File: src/design/srcd_pkg.sv
package srcd_pkg;

  // Width of the pen coordinates kept inside the decoder.
  localparam int COORD_BITS = 16;
  localparam int OUT_BITS   = 16;

  localparam logic [7:0] END_BYTE  = 8'hFF;
  localparam logic [7:0] DATA_MAX  = 8'h7F;
  localparam logic [7:0] CMD_E0    = 8'hE0;
  localparam logic [7:0] HI_MASK   = 8'hF0;
  localparam logic [3:0] LO_MAX    = 4'h7;
  localparam logic [7:0] SKIP_BIAS = 8'h08;

  typedef logic [COORD_BITS-1:0] coord_t;

  typedef enum logic [1:0] {
    REG_X_BASE,
    REG_Y_BASE,
    REG_PLANE_INDEX
  } cfg_reg_t;

  typedef struct packed {
    logic [11:0] x_base;
    logic [11:0] y_base;
    logic [1:0]  plane_index;
  } cfg_t;

  typedef struct packed {
    coord_t      pen_x;
    coord_t      pen_y;
    logic [3:0]  row_run;
    logic [3:0]  skip_run;
    logic [4:0]  long_run;
    logic        skip_pending;
    logic        long_pending;
    logic        long_skip_mode;
    logic [7:0]  extra_skip;
    logic        await_second;
  } state_t;

  typedef struct packed {
    logic                       pixel_write;
    logic signed [OUT_BITS-1:0] pixel_x;
    logic signed [OUT_BITS-1:0] pixel_y;
    logic [7:0]                 colour_index;
    logic                       transparent;
    logic                       plane_done;
  } result_t;

  function automatic coord_t line_start_x(input cfg_t cfg);
    logic [31:0] s;
    s = 32'(cfg.x_base) + 32'(cfg.plane_index);
    return COORD_BITS'(s);
  endfunction

  function automatic state_t plane_start(input cfg_t cfg);
    state_t s;
    s = '0;
    s.pen_x = line_start_x(cfg);
    s.pen_y = COORD_BITS'(cfg.y_base);
    return s;
  endfunction

  // Four columns per skip step, since the planes are interleaved.
  function automatic coord_t extra_offset(input logic [7:0] e);
    logic signed [31:0] s;
    s = 32'($signed(e));
    return COORD_BITS'(s <<< 2);
  endfunction

  function automatic logic signed [OUT_BITS-1:0] coord_out(input coord_t v);
    logic signed [31:0] s;
    s = 32'($signed(v));
    return s[OUT_BITS-1:0];
  endfunction

endpackage

File: src/design/sprite_run_code_decoder.sv
// Run-coded sprite plane decoder.
// Input channel (in_valid, in_stall, code_byte) takes one code byte per item.
// Output channel (out_valid, out_stall, pixel_* fields) gives exactly one
// result item per code byte: a pixel write, or an item with pixel_write low
// and zeroed coordinates for a command byte. plane_done marks the 0xFF byte,
// after which the decoder restarts the plane from its origin.
// out_valid rises once the decoded item is in the result register: an
// accepted byte lands in the input register, and from there the decoded item
// is loaded into the result register. Throughput is one item per cycle while
// the receiver does not stall, as the pen and run counters update per byte.
// When the receiver stalls, the result register holds and one more item can
// wait in the input register; in_stall rises only when both are full.
// Configuration is written through cfg_write, cfg_index and cfg_data while the
// block is idle; any write to a known register also restarts the plane.
// Synchronous reset clears the origin registers to zero, empties both
// registers and puts the decoder in its plane start state.
module sprite_run_code_decoder
  import srcd_pkg::*;
(
  input  logic                       clk,
  input  logic                       rst,
  input  logic                       cfg_write,
  input  logic [1:0]                 cfg_index,
  input  logic [11:0]                cfg_data,
  input  logic                       in_valid,
  output logic                       in_stall,
  input  logic [7:0]                 code_byte,
  output logic                       out_valid,
  input  logic                       out_stall,
  output logic                       pixel_write,
  output logic signed [OUT_BITS-1:0] pixel_x,
  output logic signed [OUT_BITS-1:0] pixel_y,
  output logic [7:0]                 colour_index,
  output logic                       transparent,
  output logic                       plane_done
);

  cfg_t       cfg;
  cfg_t       cfg_next;
  logic       cfg_hit;
  state_t     st;
  state_t     st_step;
  result_t    res;
  result_t    res_q;
  logic       in_q_valid;
  logic [7:0] in_q_byte;
  logic       out_free;
  logic       step;

  assign out_free = !out_valid || !out_stall;
  assign step     = in_q_valid && out_free;
  assign in_stall = in_q_valid && !out_free;

  srcd_decode u_decode (
    .st        (st),
    .cfg       (cfg),
    .code_byte (in_q_byte),
    .st_next   (st_step),
    .res       (res)
  );

  always_comb begin
    cfg_next = cfg;
    cfg_hit  = 1'b0;
    if (cfg_write) begin
      unique case (cfg_reg_t'(cfg_index))
        REG_X_BASE: begin
          cfg_next.x_base = cfg_data;
          cfg_hit = 1'b1;
        end
        REG_Y_BASE: begin
          cfg_next.y_base = cfg_data;
          cfg_hit = 1'b1;
        end
        REG_PLANE_INDEX: begin
          cfg_next.plane_index = cfg_data[1:0];
          cfg_hit = 1'b1;
        end
        default: cfg_hit = 1'b0;
      endcase
    end
  end

  always_ff @(posedge clk) begin
    if (rst) begin
      cfg        <= '0;
      st         <= plane_start('0);
      in_q_valid <= 1'b0;
      out_valid  <= 1'b0;
    end else begin
      cfg <= cfg_next;
      if (cfg_hit) begin
        st <= plane_start(cfg_next);
      end else if (step) begin
        st <= st_step;
      end
      if (!in_stall) begin
        in_q_valid <= in_valid;
      end
      if (out_free) begin
        out_valid <= in_q_valid;
      end
    end
  end

  always_ff @(posedge clk) begin
    if (!in_stall) begin
      in_q_byte <= code_byte;
    end
    if (step) begin
      res_q <= res;
    end
  end

  assign pixel_write  = res_q.pixel_write;
  assign pixel_x      = res_q.pixel_x;
  assign pixel_y      = res_q.pixel_y;
  assign colour_index = res_q.colour_index;
  assign transparent  = res_q.transparent;
  assign plane_done   = res_q.plane_done;

`ifndef SYNTHESIS
  a_one_run: assert property (@(posedge clk) disable iff (rst)
    $countones({st.row_run != 4'd0, st.skip_run != 4'd0, st.long_run != 5'd0}) <= 1)
    else $error("more than one run counter active");

  a_await_no_run: assert property (@(posedge clk) disable iff (rst)
    st.await_second |-> (st.row_run == 4'd0 && st.skip_run == 4'd0 && st.long_run == 5'd0))
    else $error("second command byte awaited inside a run");

  a_done_restart: assert property (@(posedge clk) disable iff (rst)
    (step && res.plane_done) |=> (st == plane_start(cfg)))
    else $error("plane end did not restart the decoder");

  a_idle_zero: assert property (@(posedge clk) disable iff (rst)
    (out_valid && !pixel_write) |->
      (pixel_x == '0 && pixel_y == '0 && colour_index == 8'd0 && !transparent))
    else $error("command item carries pixel fields");

  a_stall_full: assert property (@(posedge clk) disable iff (rst)
    in_stall |-> (in_q_valid && out_valid))
    else $error("input stalled while a register is free");
`endif

endmodule

File: src/design/srcd_decode.sv
module srcd_decode
  import srcd_pkg::*;
(
  input  state_t     st,
  input  cfg_t       cfg,
  input  logic [7:0] code_byte,
  output state_t     st_next,
  output result_t    res
);

  logic [3:0] lo;
  logic [3:0] hi;
  state_t     ns;
  result_t    r;

  assign lo = code_byte[3:0];
  assign hi = code_byte[7:4];

  always_comb begin
    ns = st;
    r  = '0;
    if (st.await_second) begin
      ns.await_second = 1'b0;
      ns.long_run     = {1'b0, hi};
      ns.long_pending = 1'b1;
      if (lo != 4'd0) begin
        ns.long_skip_mode = 1'b1;
        ns.extra_skip     = {4'd0, lo} - SKIP_BIAS;
      end
    end else if (st.row_run != 4'd0 || st.skip_run != 4'd0 || st.long_run != 5'd0) begin
      r.pixel_write  = 1'b1;
      r.pixel_x      = coord_out(st.pen_x);
      r.pixel_y      = coord_out(st.pen_y);
      r.colour_index = code_byte;
      r.transparent  = (code_byte == 8'd0);
      ns.pen_x = st.pen_x + COORD_BITS'(4);
      if (ns.row_run != 4'd0) begin
        ns.row_run = ns.row_run - 4'd1;
        if (ns.row_run == 4'd0) begin
          ns.pen_y = ns.pen_y + COORD_BITS'(1);
          ns.pen_x = line_start_x(cfg);
        end
      end
      if (ns.skip_run != 4'd0) begin
        ns.skip_run = ns.skip_run - 4'd1;
      end
      if (ns.skip_run == 4'd0 && ns.skip_pending) begin
        ns.pen_x        = ns.pen_x + extra_offset(ns.extra_skip);
        ns.extra_skip   = 8'd0;
        ns.skip_pending = 1'b0;
      end
      if (ns.long_run != 5'd0) begin
        ns.long_run = ns.long_run - 5'd1;
      end
      // A pending long run closes either with a skip or with a line end.
      if (ns.long_run == 5'd0 && ns.long_pending) begin
        if (ns.long_skip_mode) begin
          ns.pen_x      = ns.pen_x + extra_offset(ns.extra_skip);
          ns.extra_skip = 8'd0;
        end else begin
          ns.pen_y = ns.pen_y + COORD_BITS'(1);
          ns.pen_x = line_start_x(cfg);
        end
        ns.long_pending   = 1'b0;
        ns.long_skip_mode = 1'b0;
      end
    end else if (code_byte == 8'd0) begin
      ns.pen_y = st.pen_y + COORD_BITS'(1);
      ns.pen_x = line_start_x(cfg);
    end else if (code_byte > DATA_MAX) begin
      if (lo > LO_MAX && (code_byte & HI_MASK) == CMD_E0) begin
        ns.pen_x = st.pen_x + COORD_BITS'({lo, 2'b00}) - COORD_BITS'(8);
        ns.await_second = 1'b1;
      end else begin
        ns.long_run = {1'b0, lo};
        ns.pen_x    = st.pen_x + COORD_BITS'({hi, 2'b00}) - COORD_BITS'(32);
      end
    end else begin
      if (lo == 4'd0) begin
        ns.row_run = hi;
      end else if (lo <= LO_MAX) begin
        ns.skip_run = lo + hi;
      end else begin
        ns.skip_run     = hi;
        ns.extra_skip   = st.extra_skip + {4'd0, lo} - SKIP_BIAS;
        ns.skip_pending = 1'b1;
      end
    end
    if (code_byte == END_BYTE) begin
      r.plane_done = 1'b1;
      ns = plane_start(cfg);
    end
  end

  assign st_next = ns;
  assign res     = r;

endmodule

File: config.mk
export PLATFORM = sky130hd
export DESIGN_NAME = sprite_run_code_decoder
export DESIGN_NICKNAME = d
export VERILOG_FILES = /design/src/design/srcd_pkg.sv /design/src/design/sprite_run_code_decoder.sv /design/src/design/srcd_decode.sv
export SDC_FILE = /design/constraint.sdc
export NUM_CORES = 1
export LEC_CHECK = 0
export ABC_AREA = 1
export ABC_CLOCK_PERIOD_IN_PS = 7600
export BUFFER_PORTS_ARGS = -buffer_cell sky130_fd_sc_hd__buf_2
export CAP_MARGIN = 20
export CORE_AREA = 2 2 156 158
export CTS_CLUSTER_SIZE = 28
export DETAILED_ROUTE_END_ITERATION = 8
export DIE_AREA = 0 0 158 160
export HOLD_SLACK_MARGIN = 0.03
export PLACE_DENSITY = 0.72
export SLEW_MARGIN = 20
export SYNTH_ARGS = -nofsm -noshare
export SYNTH_HDL_FRONTEND = slang
export SYNTH_HIERARCHICAL = 1
export SYNTH_SLANG_ARGS = --single-unit
File: constraint.sdc
create_clock -name clk -period 7.6 [get_ports clk]
set_input_delay 1.52 -clock clk [delete_from_list [all_inputs] [get_ports clk]]
set_output_delay 1.52 -clock clk [all_outputs]
set_load 0.03 [all_outputs]
Word-level counts from Yosys, hierarchy flattened --
Index checks and enable logic that the tools add are counted.
Word-level totals: register bits 136, output and inout bits 45
Operators by class: $add $sub $neg 18, $lt $le $gt $ge 3, equality and inequality tests 18, multiplexer cells 62, bitwise operators 1, reductions and logical operators 42
Operator list (number):
- $mux W57 | 3
- $mux W16 | 9
- $mux W36 | 3
- $mux W8 | 9
- $mux W32 | 2
- $mux W46 | 1
- $mux W42 | 1
- $mux W40 | 1
- $add A16 B1 Y16 const B | 2
- $add A16 B16 Y16 | 2
- $add A16 B6 Y16 | 2
- $mux W5 | 6
- $add A12 B2 Y13 | 2
- $mux W26 | 1
- $mux W12 | 2
- $mux W4 | 6
- $ne A4 B3 Y1 const B | 5
- $reduce_bool A4 Y1 | 5
- $mux W9 | 2
- $add A16 B3 Y16 const B | 1
- $sub A16 B4 Y16 const B | 1
- $sub A16 B6 Y16 const B | 1
- $ne A3 B2 Y1 const B | 5
- $mux W14 | 1
- other kinds (38) | 71

Depth between registers and ports, before layout --
Gate-level depths: netlist of run 1.
word-level depth 18, gate-level depth with buffers 38

By module --
The synthesis of run 1 kept the hierarchy.
By module, submodules not included:
- srcd_decode | times used 1, cells an instance 1451, area each 7641.1 sq um, sequential area each 0.0 sq um
- sprite_run_code_decoder | times used 1, cells an instance 527, area each 5187.5 sq um, sequential area each 3233.1 sq um

Worst setup path after synthesis of run 1 --
No wires, ideal clock.
path kind register to register, from reg, netlist name st[21], to reg, netlist name st[52], setup time 0.120 ns, arrival 4.671 ns, data required time 7.480 ns, setup slack 2.809 ns, stages on the path, launching flop included 37, clock period less this slack 4.791 ns, cells stage by stage dfxtp_1 > inv_2 > ha_1 > nand2_1 > nand2_1 > nor2_2 > nand2_2 > buf_4 > buf_4 > o21a_1 > inv_1 > ha_1 > inv_1 > fa_1 > nand3b_1 > nand2_1 > a21oi_1 > o21ai_0 > xnor2_1 > nand2_1 > and2_1 > ha_1 > nand2_1 > nor2_1 > nand3_1 > nand4_1 > or2_2 > nand3_1 > nand2_1 > nand2_1 > nand2_1 > nand2_1 > nand3_1 > nand2_1 > nand2_1 > a22oi_1 > a21oi_1

==> flow_summary.yaml, run 1 <==
drt:
  wire_per_inst_um: 17.76
  via_per_inst: 5.875
  wl_mm: 41.62
  drc_errors: 0
  drtPass1Iterations: 7
  via_count: 13770
  ant_nets: 0
  drtIter0Drc: 1707
logic_synthesis:
  syn_area_per_cell_um2: 6.486
  async_flop_share_pct: 0
  ys_seq_area_share_pct: 25.20
  syn_area_mm2: 0.01283
  ys_seq_elements: 136
  ys_warn_count: 6
  syn_inst: 1978
  ys_types: 64
  ys.flop_type: "dfxtp_1"
  synth_nets: 2097
  synth_edf_count: 51
critical_path:
  critPathBufInv: 2
  end_kind: "flip-flop"
  critPathRequiredTime_ns: 7.87
  worstPathArrival_ns: 6.09
  slowest_delay_ns: 0.52
  cp_max_fo: 29
  critPathSlowestCell: "inv_2"
  crit_family: "simple AND/OR/NAND/NOR gates"
  path_class: "reg2reg"
  cpMostUsedCell: "nand2_1"
  start_kind: "flip-flop"
floorplanning:
  initial_core_util_pct: 53.86
  pin_count: 72
  row_count: 57
  core_area_mm2: 0.02382
  dieArea_mm2: 0.02528
  die_w_um: 158
  die_y_um: 160
clocking:
  ctsResizeCount: 0
  cts_buffers: 17
  clkSinkCount: 136
  post_cts_buffers: 0
  cts_hold_buf: 0
  root_buffer: "clkbuf_16"
  clockBufferDepth: 2
  cts_tree: "yes"
  clk_pin_slew_ns: 0.07
  worstSkewPairLatency_ns: 0.43
  htreeDepth: 4
worst_hold_path:
  holdCritPathClass: "reg2reg"
grt:
  grt_max_degree: 73
  antenna_found_initial: 1
  track_usage_pct: 33.29
  grt_pass1_vias: 12730
  grt_pass1_wl_mm: 66.40
  grt.overflow.total: 0
timing:
  setup_violations: 0
  fin_setup_tns_ns: 0
  rsz0062_at_grt: "no"
  fin_worst_skew_ns: 0.01146
  drv_slew: 0
  hold_viol_final: 0
  holdWs_ns: 0.4734
  max_freq_mhz: 171.9
  worst_pin_slew_ns: 0.9703
  min_period_over_period_pct: 76.54
  period_minus_slack_ns: 5.817
  layout_setup_ws_ns: 1.783
  slew_headroom_pct: 35.08
power:
  power.density_mw_per_mm2: 209.4
  leakage_nw: 6.265
  ir_worst_vdd_mv: 0.1443
run_status:
  outcome: "finished clean"
flow_run:
  max_cap_violations: 0
placement:
  post-place-ws_ns: 1.850
  globalplace.congestion: 0.9882
  portBuffers: 71
  hpwl_mm: 30.11
cells_and_area:
  areaGrowthSynthToFinish_pct: 8.027
  nets: 2125
  drive_gt1_share_pct: 10.50
-- worst min-delay path, delay by kind of cell (launching register included) --
kind | cells | cell delay, ns
buffers and inverters | 1 | 0.05
AOI/OAI and AO/OA | 1 | 0.06
DFF | 1 | 0.31
-- synthesized netlist by cell type (all sizes together) (9+ instances only) --
| cell | number | area share, % |
|---|---|---|
| nand2 | 541 | 16 |
| inv | 251 | 7.3 |
| nor2 | 188 | 6.3 |
| a21oi | 182 | 7.1 |
| o21ai | 149 | 6.1 |
| nand3 | 117 | 5.0 |
| dfxtp | 85 | 13 |
| ha | 84 | 8.2 |
| edfxtp | 51 | 12 |
| clkbuf | 46 | 1.7 |
| xor2 | 35 | 2.4 |
| buf | 28 | 1.4 |
| nor3 | 25 | 1.1 |
| a31oi | 20 | 0.98 |
| o211ai | 20 | 1.2 |
| a21o | 17 | 0.99 |
| nand4 | 17 | 0.83 |
| or2 | 15 | 0.73 |
| a22oi | 13 | 0.76 |
| a211oi | 12 | 0.70 |
| a221oi | 12 | 0.82 |
| o221ai | 9 | 0.61 |
-- stage by stage --
step | util, % | area (um2) | instances | power, mW
2_1_floorplan | - | 12830 | 1978 | 1.745
3_3_place_gp | 55.80 | 13290 | 2311 | 2.035
3_5_place_dp | 55.80 | 13290 | 2311 | 2.058
4_1_cts | 58.17 | 13860 | 2343 | 2.876
5_1_grt | 58.17 | 13860 | 2343 | 3.082
6_report | 58.18 | 13860 | 2344 | 2.902
-- where the power goes --
part	leakage, nW	internal, mW	switching [mW]
combinational	4.80	0.383	0.838
sequential	1.19	0.809	0.0524
clock	0.271	0.432	0.388
-- cells in the final DEF, fill, tap and decap left out, types with 32 or more instances in the layout --
cell type | netlist | final
a21oi_1 | 181 | 181
buf_2 | 14 | 71
dfxtp_1 | 85 | 85
edfxtp_1 | 51 | 51
ha_1 | 84 | 84
inv_1 | 226 | 224
nand2_1 | 527 | 526
nand3_1 | 109 | 109
nor2_1 | 167 | 166
o21ai_0 | 110 | 110
o21ai_1 | 32 | 32
xor2_1 | 35 | 35
-- sequential cells by signal (all words and copies together) (netlist names) --
| register | cells |
|---|---|
| pixel_y | 16 |
| st | 57 |
| in_q_valid | 1 |
| cfg | 26 |
| plane_done | 1 |
| colour_index | 8 |
| in_q_byte | 8 |
| transparent | 1 |
| pixel_x | 16 |
| out_valid | 1 |
| pixel_write | 1 |
-- per-layer routing --
layer,vias to the layer above,routed length (um),global-route usage [%]
met3,112,4432,7.653
met4,0,1587,12.74
met1,6267,17760,45.78
li1,6644,-,-
met2,749,17840,50.65
met5,-,0,0
-- final timing paths --
path | depth (start not counted) | endpoint | slack, ns | start
min reg2reg | 2 | cfg[12] | 0.47 | cfg[12]
max | 33 | st[52] | 1.78 | st[21]
min | 2 | cfg[12] | 0.47 | cfg[12]
max reg2reg | 33 | st[52] | 1.78 | st[21]
-- logic make-up (layout without fill, tap and decap cells) --
| group | Yosys count | count (layout) | synth area share, % |
|---|---|---|---|
| fa+ha+maj | 92 | 92 | 9.441 |
| compound gates | 465 | 465 | 21.20 |
| mux | 1 | 1 | 0.07803 |
| other cells | 0 | 1 | 0 |
| buf+inv | 329 | 370 | 10.51 |
| xor+xnor | 43 | 43 | 2.936 |
| simple gates | 912 | 912 | 30.63 |
| flops | 136 | 136 | 25.20 |
-- layout make-up --
type | count | area (um2)
clock buffers | 17 | 425.4
diodes | 1 | 2.502
inverters | 255 | 957.2
clock inverters | 15 | 137.6
fillers | 2407 | 9962
multi-input cells | 1513 | 8252
repair buffers | 83 | 445.4
flip-flops and latches | 136 | 3233
well taps | 324 | 405.4
No activity file was read; power rests on OpenSTA's default activity.
==> inputs of run 2 (changes only) <==
- ABC_AREA: 1 -> 0
- ABC_CLOCK_PERIOD_IN_PS: 7600 -> 4800
- CORE_AREA: 2 2 156 158 -> 2 2 151 153
- DIE_AREA: 0 0 158 160 -> 0 0 153 155
- PLACE_DENSITY: 0.72 -> 0.75
- clock period: 7.6 -> 4.8 ns (I/O delays scaled with it)
==> run 2 against run 1 <==
- the run now ends with setup timing left
- sequential cell count stayed put
- core utilization is 5.7 points higher
- wire length is 4.7% lower
- maximum frequency is 9.7% higher
==> flow_summary.yaml, run 2 <==
cells_and_area:
  regMostFlops: "st"
  final_util_pct: 63.83
  layout_commonest_cell: "nand2_1"
  largest_register_ff_count: 57
  drive_gt1_share_pct: 19.90
  nets: 1789
  final_cell_mix: "nand2_1, buf_4, a21oi_1"
  n_antenna_cell: 0
  areaGrowthSynthToFinish_pct: 19.37
  top_regs: "st (57), cfg (26)"
critical_path:
  path_class: "reg2reg"
  cp_max_fo: 3
  worstPathArrival_ns: 5.66
  crit_family: "compound AO/OA/AOI/OAI gates"
  start_kind: "flip-flop"
  critPathSlowestCell: "dfxtp_4"
  end_kind: "flip-flop"
  critPathRequiredTime_ns: 5.16
  critPathBufInv: 3
  slowest_delay_ns: 0.36
  r2r_slack_ns: -0.50
timing:
  max_freq_mhz: 188.6
  holdWs_ns: 0.4825
  min_period_over_period_pct: 110.5
  worst_pin_slew_ns: 1.030
  fin_worst_skew_ns: 0.01925
  setup_violations: 8
  hold_viol_final: 0
  layout_setup_ws_ns: -0.5017
  drv_slew: 0
  period_minus_slack_ns: 5.302
  rsz0062_at_grt: "yes"
  slew_headroom_pct: 31.35
logic_synthesis:
  syn_inst: 1535
  ys_types: 81
  async_flop_share_pct: 0
  synth_area_leader_cell: "dfxtp_1"
  syn_area_mm2: 0.01189
  synth_edf_count: 51
  synth_nets: 1654
  synth.most_common_cell: "nand2_1"
  ys_seq_area_share_pct: 27.20
  ys_warn_count: 6
  synthTopCellsByArea: "dfxtp_1, edfxtp_1, ha_1, nand2_1, a21oi_1"
  ys.flop_type: "dfxtp_1"
  synth_common_cells: "nand2_1, a21oi_1, nor2_1"
  yosysTopAreaCellShare_pct: 14.32
  ys_seq_elements: 136
  syn_area_per_cell_um2: 7.744
power:
  leakage_nw: 5.898
  ir_worst_vdd_mv: 0.2147
  power.density_mw_per_mm2: 280.5
grt:
  grt.overflow.total: 0
  track_usage_pct: 32.50
  grt_pass1_vias: 11620
  grt_max_degree: 66
  grt_pass1_wl_mm: 62.07
  antenna_found_initial: 0
placement:
  hpwl_mm: 26.81
  globalplace.congestion: 0.9778
  portBuffers: 71
drt:
  drtIter0Drc: 1559
  via_count: 12620
  wl_mm: 39.67
  drtPass1Iterations: 8
  via_per_inst: 6.413
  ant_nets: 0
  drc_errors: 0
  wire_per_inst_um: 20.16
floorplanning:
  die_w_um: 153
  row_count: 55
  core_area_mm2: 0.02223
  dieArea_mm2: 0.02372
  initial_core_util_pct: 53.48
  die_y_um: 155
  pin_count: 72
worst_hold_path:
  holdCritPathClass: "reg2reg"
run_status:
  violations: "setup timing"
  outcome: "finished, violations left"
clocking:
  cts_buffers: 17
  cts_tree: "yes"
  clkSinkCount: 136
  clk_pin_slew_ns: 0.08
  worstSkewPairLatency_ns: 0.44
  root_buffer: "clkbuf_16"
  clockBufferDepth: 2
  htreeDepth: 4
flow_run:
  max_cap_violations: 0
[run 2: cell types whose count changed after synthesis, sizes merged, moves of 14 or more]
cell / delta
inv: -177
a21oi: -51
xnor2: +61
nand2: -317
o21ai: -60
nor2: -61
clkbuf: +26
and3: +43
mux2i: +45
nand3: -78
mux2: +14
[run 2: what timing repair did]
action / 4_1_cts / 5_1_grt
setup buffers: 23 / 8
hold buffers: 0 / 0
pin swaps: 44 / 27
resized for setup: 50 / 23
setup endpoints to repair: 9 / 10
[run 2: through the flow]
| step | instance area, um2 | power (mW) | worst slack, ns | cells | TNS [ns] |
|---|---|---|---|---|---|
| final | 14190 | 3.980 | -0.5017 | 1968 | -2.354 |
| after global routing | 14190 | 4.130 | -0.8028 | 1968 | -4.272 |
| after CTS | 14040 | 3.913 | -0.3651 | 1963 | -1.563 |
| after detailed placement | 13160 | 2.601 | -0.6399 | 1913 | -3.130 |
| after global placement | 13160 | 2.570 | -0.4510 | 1913 | -2.045 |
| after floorplan | 11920 | 2.200 | -0.2249 | 1535 | -0.2277 |
[run 2: power breakdown]
part           total (mW)  switching (mW)  internal (mW)
registers            1.32          0.0608           1.26
logic                1.37           0.843          0.526
clock network        1.29           0.608          0.683
[run 2: final cells by class]
cell class | count | area [um2]
flip-flops and latches | 136 | 3242
repair buffers | 209 | 1423
fillers | 1846 | 8039
multi-input cells | 1229 | 8313
clock buffers | 17 | 425.4
clock inverters | 15 | 130.1
inverters | 77 | 299.0
well taps | 285 | 356.6
[run 2: logic make-up after synthesis]
| family | Yosys count | share of synthesized area, % |
|---|---|---|
| simple gates | 568 | 22.56 |
| compound gates | 409 | 21.98 |
| buf+inv | 170 | 5.505 |
| flops | 136 | 27.20 |
| xor+xnor | 100 | 7.368 |
| fa+ha+maj | 92 | 10.19 |
| mux | 60 | 5.200 |
[run 2: final timing paths]
| path | from | endpoint | cells past startpoint |
|---|---|---|---|
| worst max register to register | st[22] | st[56] | 29 |
| worst min register to register | st[11] | st[11] | 2 |
| worst max-delay path | st[22] | st[56] | 29 |
| worst min-delay path | st[11] | st[11] | 2 |
[run 2: layer usage]
metal	GRT usage [%]	vias up	wire (um)
met1	44.28	5888	16230
met2	51.06	799	17420
met5	0	-	0
met4	11.95	0	1509
li1	-	5809	-
met3	6.908	124	4508
[run 2: tightest hold or removal path, cell delays in order, from the launching register on]
cell and delay [ns]:
dfxtp_1 0.33, nand2_1 0.06, a21oi_1 0.05
